[config.mk]
export PLATFORM = sky130hd
export DESIGN_NAME = occ_xform
export DESIGN_NICKNAME = d
export VERILOG_FILES = /design/src/design/occ_pkg.sv /design/src/design/occ_xform.sv
export SDC_FILE = /design/constraint.sdc
export NUM_CORES = 2
export LEC_CHECK = 0
export BUFFER_PORTS_ARGS = -buffer_cell sky130_fd_sc_hd__buf_2
export CAP_MARGIN = 25
export CORE_MARGIN = 4
export CORE_UTILIZATION = 45
export CTS_BUF_LIST = sky130_fd_sc_hd__clkbuf_8 sky130_fd_sc_hd__clkbuf_16
export CTS_CLUSTER_SIZE = 20
export DETAILED_ROUTE_END_ITERATION = 7
export GPL_TIMING_DRIVEN = 0
export PLACE_DENSITY = 0.62
export SETUP_SLACK_MARGIN = 0.5
export SKIP_LAST_GASP = 1
export SLEW_MARGIN = 20
export SYNTH_ARGS = -nofsm -noshare
export SYNTH_HDL_FRONTEND = slang
export SYNTH_SLANG_ARGS = --single-unit
[constraint.sdc]
create_clock -name clk_i -period 10 [get_ports clk_i]
set_input_delay 0 -clock clk_i [delete_from_list [all_inputs] [get_ports clk_i]]
set_output_delay 0 -clock clk_i [all_outputs]
set_load 0.03 [all_outputs]
[src/design/occ_pkg.sv]
// ----------------------------------------------------------------------------
// Occupancy marker package
// Shared sizes, codes, register layout and result types of the occupancy
// marker: grid geometry, fixed-point widths and the constant divider setup.
// ----------------------------------------------------------------------------
package occ_pkg;

  // Grid geometry and range limit
  localparam int GRID_SIDE      = 800;
  localparam int CELL_MM        = 50;
  localparam int GRID_ORIGIN_MM = 20000;
  localparam int RANGE_MM       = 50000;

  // Bitmap store
  localparam int WORD_W    = 64;
  localparam int BIT_W     = $clog2(WORD_W);
  localparam int NUM_WORDS = (GRID_SIDE * GRID_SIDE + WORD_W - 1) / WORD_W;
  localparam int ADDR_W    = $clog2(NUM_WORDS);
  localparam logic [ADDR_W-1:0] LAST_ADDR = ADDR_W'(NUM_WORDS - 1);

  // Field widths
  localparam int KIND_W    = 2;
  localparam int COORD_W   = 18;
  localparam int IDX_W     = 14;
  localparam int REG_W     = 17;
  localparam int TRIG_W    = 16;
  localparam int DATA_W    = 32;
  localparam int CFG_IDX_W = 4;
  localparam int OUT_COL_W = 10;
  localparam int COUNT_W   = 20;
  localparam logic [COUNT_W-1:0] COUNT_MAX = '1;

  // Transform arithmetic
  localparam int FRAC_W = 15;
  localparam int PROD_W = COORD_W + TRIG_W;
  localparam int SUM_W  = PROD_W + 1;
  localparam int XO_W   = 22;
  localparam logic signed [SUM_W-1:0] ROUND_HALF = SUM_W'(2 ** (FRAC_W - 1));
  localparam logic signed [XO_W-1:0]  ORIGIN_S   = XO_W'(GRID_ORIGIN_MM);
  localparam logic signed [COORD_W:0] RANGE_POS  = (COORD_W + 1)'(RANGE_MM);
  localparam logic signed [COORD_W:0] RANGE_NEG  = (COORD_W + 1)'(-RANGE_MM);

  // Cell division by reciprocal multiply, one correction step
  localparam int GRID_SPAN = GRID_SIDE * CELL_MM;
  localparam int SPAN_W    = $clog2(GRID_SPAN);
  localparam int RECIP_SH  = SPAN_W;
  localparam int RECIP_W   = RECIP_SH + 1;
  localparam int QPROD_W   = SPAN_W + RECIP_W;
  localparam logic [RECIP_W-1:0]     RECIP_C   = RECIP_W'((2 ** RECIP_SH) / CELL_MM);
  localparam logic [SPAN_W-1:0]      CELL_C    = SPAN_W'(CELL_MM);
  localparam logic signed [XO_W-1:0] SPAN_S    = XO_W'(GRID_SPAN);
  localparam logic signed [XO_W-1:0] NEG_LIM_S = XO_W'(-CELL_MM);
  localparam int COL_W     = $clog2(GRID_SIDE);
  localparam int CELL_W    = $clog2(GRID_SIDE * GRID_SIDE);
  localparam int XF_STAGES = 5;

  typedef enum logic [KIND_W-1:0] {
    KIND_POINT = 2'd0,
    KIND_READ  = 2'd1,
    KIND_FRAME = 2'd2
  } kind_e;

  typedef enum logic [CFG_IDX_W-1:0] {
    REG_EXCL_X_MIN    = 4'd0,
    REG_EXCL_X_MAX    = 4'd1,
    REG_EXCL_Y_MIN    = 4'd2,
    REG_EXCL_Y_MAX    = 4'd3,
    REG_Z_LOW         = 4'd4,
    REG_Z_HIGH        = 4'd5,
    REG_YAW_ROTATION  = 4'd6,
    REG_MOUNT_OFFSET  = 4'd7
  } cfg_idx_e;

  typedef enum logic [1:0] {
    ST_IDLE,
    ST_XFORM,
    ST_MAP,
    ST_PUSH
  } ctl_state_e;

  typedef enum logic {
    MAP_SET,
    MAP_TAKE
  } map_op_e;

  typedef struct packed {
    logic signed [REG_W-1:0]  excl_x_min;
    logic signed [REG_W-1:0]  excl_x_max;
    logic signed [REG_W-1:0]  excl_y_min;
    logic signed [REG_W-1:0]  excl_y_max;
    logic signed [REG_W-1:0]  z_low;
    logic signed [REG_W-1:0]  z_high;
    logic signed [TRIG_W-1:0] cos_q15;
    logic signed [TRIG_W-1:0] sin_q15;
    logic signed [TRIG_W-1:0] off_x;
    logic signed [TRIG_W-1:0] off_y;
  } cfg_t;

  localparam cfg_t CFG_RESET = '{
    excl_x_min: REG_W'(-1000),
    excl_x_max: REG_W'(1000),
    excl_y_min: REG_W'(-1000),
    excl_y_max: REG_W'(1000),
    z_low:      REG_W'(-2000),
    z_high:     REG_W'(3000),
    cos_q15:    TRIG_W'(32767),
    sin_q15:    '0,
    off_x:      '0,
    off_y:      '0
  };

  typedef struct packed {
    logic              kept;
    logic              in_grid;
    logic [COL_W-1:0]  col;
    logic [COL_W-1:0]  row;
    logic [ADDR_W-1:0] addr;
    logic [BIT_W-1:0]  bitpos;
  } xf_res_t;

  typedef struct packed {
    map_op_e           op;
    logic [ADDR_W-1:0] addr;
    logic [BIT_W-1:0]  bitpos;
  } map_req_t;

  typedef struct packed {
    logic                 kept;
    logic                 in_grid;
    logic [OUT_COL_W-1:0] cell_col;
    logic [OUT_COL_W-1:0] cell_row;
    logic [WORD_W-1:0]    word_data;
    logic [COUNT_W-1:0]   kept_count;
  } res_t;

endpackage

[src/design/occ_xform.sv]
// ----------------------------------------------------------------------------
// Occupancy marker point transform
// Five-stage pipe: filter and yaw products, rounding and offset, reciprocal
// divide, remainder correction, bitmap address.
// ----------------------------------------------------------------------------
module occ_xform import occ_pkg::*; (
  input  logic                      clk_i,
  input  logic                      rst_ni,
  input  logic                      start_i,
  input  logic signed [COORD_W-1:0] x_i,
  input  logic signed [COORD_W-1:0] y_i,
  input  logic signed [COORD_W-1:0] z_i,
  input  cfg_t                      cfg_i,
  output logic                      done_o,
  output xf_res_t                   res_o
);

  logic [XF_STAGES-1:0] vld_q, vld_d;

  // Stage 1: filter and products
  logic signed [COORD_W-1:0] xmin, xmax, ymin, ymax, zlo, zhi;
  logic signed [TRIG_W-1:0]  cs, sn;
  logic signed [COORD_W:0]   x_w, y_w;
  logic                      in_z, outside, in_rng;
  logic signed [PROD_W-1:0]  p_cx_d, p_sy_d, p_sx_d, p_cy_d;
  logic signed [PROD_W-1:0]  p_cx_q, p_sy_q, p_sx_q, p_cy_q;
  logic                      keep1_q;

  assign xmin = COORD_W'(cfg_i.excl_x_min);
  assign xmax = COORD_W'(cfg_i.excl_x_max);
  assign ymin = COORD_W'(cfg_i.excl_y_min);
  assign ymax = COORD_W'(cfg_i.excl_y_max);
  assign zlo  = COORD_W'(cfg_i.z_low);
  assign zhi  = COORD_W'(cfg_i.z_high);
  assign cs   = cfg_i.cos_q15;
  assign sn   = cfg_i.sin_q15;
  assign x_w  = (COORD_W + 1)'(x_i);
  assign y_w  = (COORD_W + 1)'(y_i);

  assign in_z    = (zlo <= z_i) && (z_i <= zhi);
  assign outside = (x_i >= xmax) || (x_i <= xmin) || (y_i >= ymax) || (y_i <= ymin);
  assign in_rng  = (x_w <= RANGE_POS) && (x_w >= RANGE_NEG) &&
                   (y_w <= RANGE_POS) && (y_w >= RANGE_NEG);

  assign p_cx_d = cs * x_i;
  assign p_sy_d = sn * y_i;
  assign p_sx_d = sn * x_i;
  assign p_cy_d = cs * y_i;

  // Stage 2: round half up, add mount offset and grid origin
  logic signed [SUM_W-1:0] s_x, s_y;
  logic signed [XO_W-1:0]  xo_d, yo_d, xo_q, yo_q;
  logic                    keep2_q;

  assign s_x  = SUM_W'(p_cx_q) - SUM_W'(p_sy_q) + ROUND_HALF;
  assign s_y  = SUM_W'(p_sx_q) + SUM_W'(p_cy_q) + ROUND_HALF;
  assign xo_d = XO_W'($signed(s_x[SUM_W-1:FRAC_W])) + XO_W'(cfg_i.off_x) + ORIGIN_S;
  assign yo_d = XO_W'($signed(s_y[SUM_W-1:FRAC_W])) + XO_W'(cfg_i.off_y) + ORIGIN_S;

  // Stage 3: window test and reciprocal multiply; just below zero is cell 0
  logic                in_x_d, in_y_d, in_x_q, in_y_q, keep3_q;
  logic [SPAN_W-1:0]   mag_x_d, mag_y_d, mag_x_q, mag_y_q;
  logic [QPROD_W-1:0]  qp_x, qp_y;
  logic [COL_W-1:0]    q_x_q, q_y_q;

  assign in_x_d  = (xo_q > NEG_LIM_S) && (xo_q < SPAN_S);
  assign in_y_d  = (yo_q > NEG_LIM_S) && (yo_q < SPAN_S);
  assign mag_x_d = xo_q[XO_W-1] ? '0 : xo_q[SPAN_W-1:0];
  assign mag_y_d = yo_q[XO_W-1] ? '0 : yo_q[SPAN_W-1:0];
  assign qp_x    = mag_x_d * RECIP_C;
  assign qp_y    = mag_y_d * RECIP_C;

  // Stage 4: one correction step on the quotient
  logic [SPAN_W-1:0] qc_x, qc_y, rem_x, rem_y;
  logic [COL_W-1:0]  col_d, row_d, col_q, row_q;
  logic              grid_d, grid_q, keep4_q;

  assign qc_x   = SPAN_W'(q_x_q) * CELL_C;
  assign qc_y   = SPAN_W'(q_y_q) * CELL_C;
  assign rem_x  = mag_x_q - qc_x;
  assign rem_y  = mag_y_q - qc_y;
  assign grid_d = keep3_q && in_x_q && in_y_q;
  assign col_d  = !grid_d ? '0 : ((rem_x >= CELL_C) ? q_x_q + COL_W'(1) : q_x_q);
  assign row_d  = !grid_d ? '0 : ((rem_y >= CELL_C) ? q_y_q + COL_W'(1) : q_y_q);

  // Stage 5: cell number and bitmap address
  logic [CELL_W-1:0] cell_num;
  xf_res_t           res_q;

  assign cell_num = CELL_W'(row_q) * CELL_W'(GRID_SIDE) + CELL_W'(col_q);

  assign vld_d = {vld_q[XF_STAGES-2:0], start_i};

  always_ff @(posedge clk_i or negedge rst_ni) begin
    if (!rst_ni) begin
      vld_q <= '0;
    end else begin
      vld_q <= vld_d;
    end
  end

  always_ff @(posedge clk_i) begin
    keep1_q <= in_z && outside && in_rng;
    p_cx_q  <= p_cx_d;
    p_sy_q  <= p_sy_d;
    p_sx_q  <= p_sx_d;
    p_cy_q  <= p_cy_d;

    keep2_q <= keep1_q;
    xo_q    <= xo_d;
    yo_q    <= yo_d;

    keep3_q <= keep2_q;
    in_x_q  <= in_x_d;
    in_y_q  <= in_y_d;
    mag_x_q <= mag_x_d;
    mag_y_q <= mag_y_d;
    q_x_q   <= COL_W'(qp_x >> RECIP_SH);
    q_y_q   <= COL_W'(qp_y >> RECIP_SH);

    keep4_q <= keep3_q;
    grid_q  <= grid_d;
    col_q   <= col_d;
    row_q   <= row_d;

    res_q.kept    <= keep4_q;
    res_q.in_grid <= grid_q;
    res_q.col     <= col_q;
    res_q.row     <= row_q;
    res_q.addr    <= ADDR_W'(cell_num >> BIT_W);
    res_q.bitpos  <= cell_num[BIT_W-1:0];
  end

  assign done_o = vld_q[XF_STAGES-1];
  assign res_o  = res_q;

endmodule

# Word-level counts from Yosys, hierarchy flattened
# Index checks and enable logic that the tools add are counted.
[op_classes] addsub=13 n_mul=9 n_lt_le_gt_ge=16 mux=4 n_reduce_logical=13
[op_table] op="16-bit by 18-bit multiplier with 34-bit output" count=4
[op_table] op="35-bit by 16-bit adder with 35-bit output (second input constant)" count=2
[op_table] op="18-bit by 17-bit less-or-equal comparator with 1-bit output" count=3
[op_table] op="16-bit by 10-bit multiplier with 25-bit output (second input constant)" count=2
[op_table] op="10-bit by 5-bit multiplier with 15-bit output (second input constant)" count=3
[op_table] op="21-bit by 16-bit adder with 22-bit output (second input constant)" count=2
[op_table] op="22-bit by 7-bit > comparator with 1-bit output (second input constant)" count=2
[op_table] op="22-bit by 17-bit less-than comparator with 1-bit output (second input constant)" count=2
[op_table] op="20-bit by 16-bit adder with 21-bit output" count=2
[op_table] op="18-bit by 17-bit greater-or-equal comparator with 1-bit output" count=2
[op_table] op="18-bit by 17-bit greater-or-equal comparator with 1-bit output (second input constant)" count=2
[op_table] op="18-bit by 17-bit less-or-equal comparator with 1-bit output (second input constant)" count=2
[op_table] op="34-bit by 34-bit adder with 35-bit output" count=1
[op_table] op="34-bit by 34-bit subtractor with 35-bit output" count=1
[op_table] op="16-bit by 6-bit greater-or-equal comparator with 1-bit output (second input constant)" count=2
[op_table] op="16-bit 2-to-1 mux" count=2
[op_table] op="16-bit subtractor" count=2
[op_table] op="10-bit by 1-bit adder with 10-bit output (second input constant)" count=2
[op_table] op="20-bit by 10-bit adder with 20-bit output" count=1
[op_table] op="10-bit 2-to-1 mux" count=2
[op_table] op="17-bit by 18-bit less-or-equal comparator with 1-bit output" count=1
[op_table] op="1-bit logical AND" count=10
[op_table] op="1-bit logical OR" count=3
[totals] reg_bits=306 word_cells=81

# Longest topological paths before layout
[depth] ltp_word=6 depth_mapped=27 ltp_nobuf=27

# Worst setup path after synthesis
# Ideal clock, no wire load.
[synth_timing] path_kind="input port to flip-flop" start="input port cfg_i[49] (netlist bit)" end="register p_cx_q[33]" setup_time_ps=120 t_arrival_ps=6053 required_ps=9880 slack_ps=3827 path_stages=25 path_buffers=3 cell_sequence="clkbuf_1 clkbuf_1 nand2_1 fa_1 fa_1 fa_1 inv_1 fa_1 fa_1 inv_1 fa_1 inv_1 ha_1 clkbuf_1 o211ai_1 o31ai_1 a21o_1 a221o_1 o31ai_1 a21oi_1 o21ai_1 a21oi_1 a211o_1 a21oi_1 xnor2_1"
[synth_between] elab_chain_cells=1
[synth_rtl] item="start: declaration" line="occ_xform.sv:13" rtl="input cfg_t cfg_i,"
[synth_rtl] item="16-bit by 18-bit multiplier with 34-bit output" line="occ_xform.sv:45" rtl="assign p_cx_d = cs * x_i;"
[synth_rtl] item="named net p_cx_d[33]" line="occ_xform.sv:25" rtl="logic signed [PROD_W-1:0] p_cx_d, p_sy_d, p_sx_d, p_cy_d;"
[synth_rtl] item="end signal: assignment" line="occ_xform.sv:104" rtl="p_cx_q <= p_cx_d;"
[synth_rtl] item="end: declaration" line="occ_xform.sv:26" rtl="logic signed [PROD_W-1:0] p_cx_q, p_sy_q, p_sx_q, p_cy_q;"
# The timed path passes the listed nets, and every way through them passes these cells.
# A chain may end at the register's enable or synchronous reset.

# Worst setup path in the final report
[layout_timing] start="input port y_i[0]" end="register p_cy_q[33]"
[layout_between] elab_chain_cells=1
[layout_rtl] item="start: declaration" line="occ_xform.sv:11" rtl="input logic signed [COORD_W-1:0] y_i,"
[layout_rtl] item="16-bit by 18-bit multiplier with 34-bit output" line="occ_xform.sv:48" rtl="assign p_cy_d = cs * y_i;"
[layout_rtl] item="named net p_cy_d[33]" line="occ_xform.sv:25"
[layout_rtl] item="end signal: assignment" line="occ_xform.sv:107" rtl="p_cy_q <= p_cy_d;"
[layout_rtl] item="end: declaration" line="occ_xform.sv:26"
# The timed path passes the listed nets, and every way through them passes these cells.

==> flow_summary.yaml <==
cells_and_area:
  fin_area_um2: 73300
  final_common_cell: "sky130_fd_sc_hd__inv_1"
  fin_nets: 10100
  drive_gt1_share_pct: 5.03
  most_frequent_cells_in_the_layout: "1695 x sky130_fd_sc_hd__inv_1, 1272 x sky130_fd_sc_hd__fa_1, 988 x sky130_fd_sc_hd__ha_1, 656 x sky130_fd_sc_hd__nand2_1, 532 x sky130_fd_sc_hd__and2_1"
  layout-area-overhead-vs-synth_pct: 8.53
logic_synthesis:
  post_synthesis_simple_gate_area_fraction_pct: 13.0
  post_synth_xor_area_fraction_pct: 4.00
  post_synth_top_area_share_pct: 37.7
  synth_enable_flop_cells: 0
  yosys_warnings: 0
  ys_types: 82
  synth_top_family_by_area: "adder cells"
  synthMuxAreaShare_pct: 0.0611
  syn_nets: 9793
  synth.yosys.seq_area_share_pct: 8.90
  synth_fa_ha_area_share_pct: 56.0
  library_cell_occupying_the_most_area_in_the_post_synthesis_netlist: "sky130_fd_sc_hd__fa_1"
  synth.ff_latch_count: 299
  cell_area_synth_um2: 67500
  synth.top_cells.by_area: "sky130_fd_sc_hd__fa_1 38%, sky130_fd_sc_hd__ha_1 18%, sky130_fd_sc_hd__inv_1 9.4%"
  mean_instance_size_in_the_synthesized_netlist_um2: 9.24
  synth_compound_area_share_pct: 7.18
  synthesis.instances: 7310
  synth_async_sr_flop_share_pct: 1.67
  synth_flop_cell: "sky130_fd_sc_hd__dfxtp_1"
run:
  max-cap-violations: 0
clocking:
  cts_buffers: 41
  postCtsSetupRepairBufs: 0
  cts_sinks: 299
  clk-insertion-delay-late_ns: 0.62
  ctsRootBufferMaster: "sky130_fd_sc_hd__clkbuf_16"
  max_root_sink_buffers: 3
  clock_tree.htree_level_count: 2
  cts_tree: "built"
  worst_setup_hold_path_clk_slew_ns: 0.06
grt:
  wire_length_of_the_first_global_routing_pass_mm: 316
  grt_start_max_net_pins: 14
  grt_antenna_before_repair: 22
  grt_usage_pct: 26.6
  first_global_vias: 54100
  overflow: 0
timing:
  fin_crit_sh_pct: 76.8
  setup-violations-final: 0
  worst_slew_margin_rel_pct: 22.8
  clock.fmax_mhz: 130
  maxSlewViolCount: 0
  skew_ns: 0.0513
  number_of_hold_slack_violations_in_the_final_timing_report: 0
  fin_tns_setup_ns: 0
  worst_pin_slew_ns: 1.16
  post_route_worst_setup_slack_ns: 2.32
  setup_repair_after_global_routing_missed_its_margin: "no"
  timing.final.crit_period_ns: 7.68
setup_path:
  timing.critical_path.max_delay_family: "adder cells"
  startpoint_kind_of_the_worst_setup_timing_path: "input pin"
  path_max_fanout: 10
  worst-endpoint-required_ns: 10.42
  critical_path_class: "input pin to register"
  endpoint_kind: "register"
  arrival_ns: 8.11
  ff2ff_setup_slack_ns: 3.75
  cpMaxStageDelayCell: "sky130_fd_sc_hd__clkbuf_1"
  path_buf_inv: 7
  critical-path-max-stage-delay_ns: 0.68
  cp_common_cell: "sky130_fd_sc_hd__fa_1"
place:
  place_hpwl_mm: 175
  detailedPlace.worstSlack_ns: 2.04
  place.port_buffers: 244
  place_congestion: 0.997
  area_after_dpl_um2: 71400
floorplanning:
  die-area_um2: 156000
  die_h_um: 395
  floorplan.die.width_um: 395
  placement_rows: 141
  design.core.area_um2: 148000
  floorplan.io_pins: 266
  floorplan.initialDensity_pct: 45.5
detailed_routing:
  number_of_remaining_drc_errors: 0
  drt_first_pass_iters: 8
  detail_route.wirelength_mm: 206
  wl_per_cell_um: 21.2
  detail-route-antenna-nets: 0
  route.vias.total: 51200
  viasPerCell: 5.28
  drt_first_iter_violations: 3528
worst_hold_path:
  worst_min_delay_path_category: "input pin to register"
outcome:
  outcome: "completed"
==> cells by family after synthesis <==
logic type,Yosys count
XOR/XNOR,307
flip-flops,299
AO/OA/AOI/OAI,734
buffers and inverters,1942
multiplexers,4
AND/OR/NAND/NOR,1764
adder cells (fa/ha/maj),2260
==> state kept, by name (all words and copies together), names as in the netlist <==
signal and count:
col_q 10, grid_q 1, in_x_q 1, in_y_q 1
keep1_q 1, keep2_q 1, keep3_q 1, keep4_q 1
mag_x_q 15, mag_y_q 15, p_cx_q 34, p_cy_q 34
p_sx_q 34, p_sy_q 34, q_x_q 10, q_y_q 10
res_o 37, row_q 10, vld_q 5, xo_q 22
yo_q 22
==> per-layer routing <==
| layer | global-route usage (%) | part of all wire (%) | up-vias | wire length, um |
|---|---|---|---|---|
| met1 | 34.4 | 40 | 25700 | 83400 |
| li1 | - | - | 23100 | - |
| met3 | 6.86 | 9.8 | 398 | 20300 |
| met2 | 42.8 | 45 | 1981 | 93800 |
| met5 | 1.48 | 0.038 | - | 78 |
| met4 | 10.4 | 4.2 | 12 | 8720 |
==> cells in the mapped netlist, types with 9 or more instances <==
cell                        number
sky130_fd_sc_hd__inv_1        1691
sky130_fd_sc_hd__fa_1         1272
sky130_fd_sc_hd__ha_1          988
sky130_fd_sc_hd__nand2_1       656
sky130_fd_sc_hd__and2_1        532
sky130_fd_sc_hd__dfxtp_1       294
sky130_fd_sc_hd__clkbuf_1      242
sky130_fd_sc_hd__xnor2_1       219
sky130_fd_sc_hd__nor2_1        212
sky130_fd_sc_hd__a21oi_1       207
sky130_fd_sc_hd__o21ai_0       125
sky130_fd_sc_hd__a21o_1        113
sky130_fd_sc_hd__xor2_1         87
sky130_fd_sc_hd__nand2b_1       67
sky130_fd_sc_hd__o21a_1         63
sky130_fd_sc_hd__nor2b_1        62
sky130_fd_sc_hd__nand3_1        60
sky130_fd_sc_hd__nor3_1         50
sky130_fd_sc_hd__nand4_1        35
sky130_fd_sc_hd__o21bai_1       32
sky130_fd_sc_hd__and3_1         23
sky130_fd_sc_hd__a211oi_1       20
sky130_fd_sc_hd__o211ai_1       19
sky130_fd_sc_hd__or3_1          19
sky130_fd_sc_hd__a21boi_0       15
sky130_fd_sc_hd__nor4_1         13
sky130_fd_sc_hd__a2111oi_0       9
sky130_fd_sc_hd__a31o_2          9
sky130_fd_sc_hd__and4_1          9
sky130_fd_sc_hd__o31ai_1         9
sky130_fd_sc_hd__o41ai_1         9
==> area by class of cell <==
type | instances | area (um2)
Fill cell | 14200 | 75100
Multi-Input combinational cell | 5069 | 54200
Inverter | 1693 | 6350
Sequential cell | 299 | 6010
Tap cell | 2002 | 2500
Timing Repair Buffer | 294 | 1750
Clock buffer | 48 | 1130
Buffer | 249 | 968
Clock inverter | 23 | 260
Antenna cell | 30 | 75.1
==> worst min-delay path: stages <==
cell and delay (ns):
sky130_fd_sc_hd__buf_2 0.07, sky130_fd_sc_hd__inv_1 0.03, sky130_fd_sc_hd__ha_1 0.18, sky130_fd_sc_hd__inv_1 0.05, sky130_fd_sc_hd__ha_1 0.18, sky130_fd_sc_hd__xnor2_1 0.09
==> worst paths after layout <==
| check | from | end | cells after the start |
|---|---|---|---|
| max | y_i[0] | p_cy_q[33] | 26 |
| min | cfg_i[21] | xo_q[6] | 6 |
| max reg2reg | yo_q[21] | q_y_q[9] | 16 |
| min reg2reg | keep4_q | res_o[41] | 0 |
| max in group asynchronous | rst_ni | vld_q[4] | 3 |
| min in group asynchronous | rst_ni | vld_q[0] | 3 |
==> stage by stage <==
stage	util, %	hold slack (ns)	std cells
after floorplan	-	-0.296	7310
after global placement	48.0	-0.185	9556
after detailed placement	48.1	-0.183	9569
after CTS	49.3	0.0107	9668
after global routing	49.4	0.0604	9680
final	49.4	0.0447	9707
==> what timing repair did <==
item / CTS / global route
hold buffers: 28 / 0
hold endpoints to repair: 44 / 0
resized for setup: 0 / 0
Power is not shown: default switching activity piles up to over one toggle a cycle in this logic, so the estimate is an artifact.
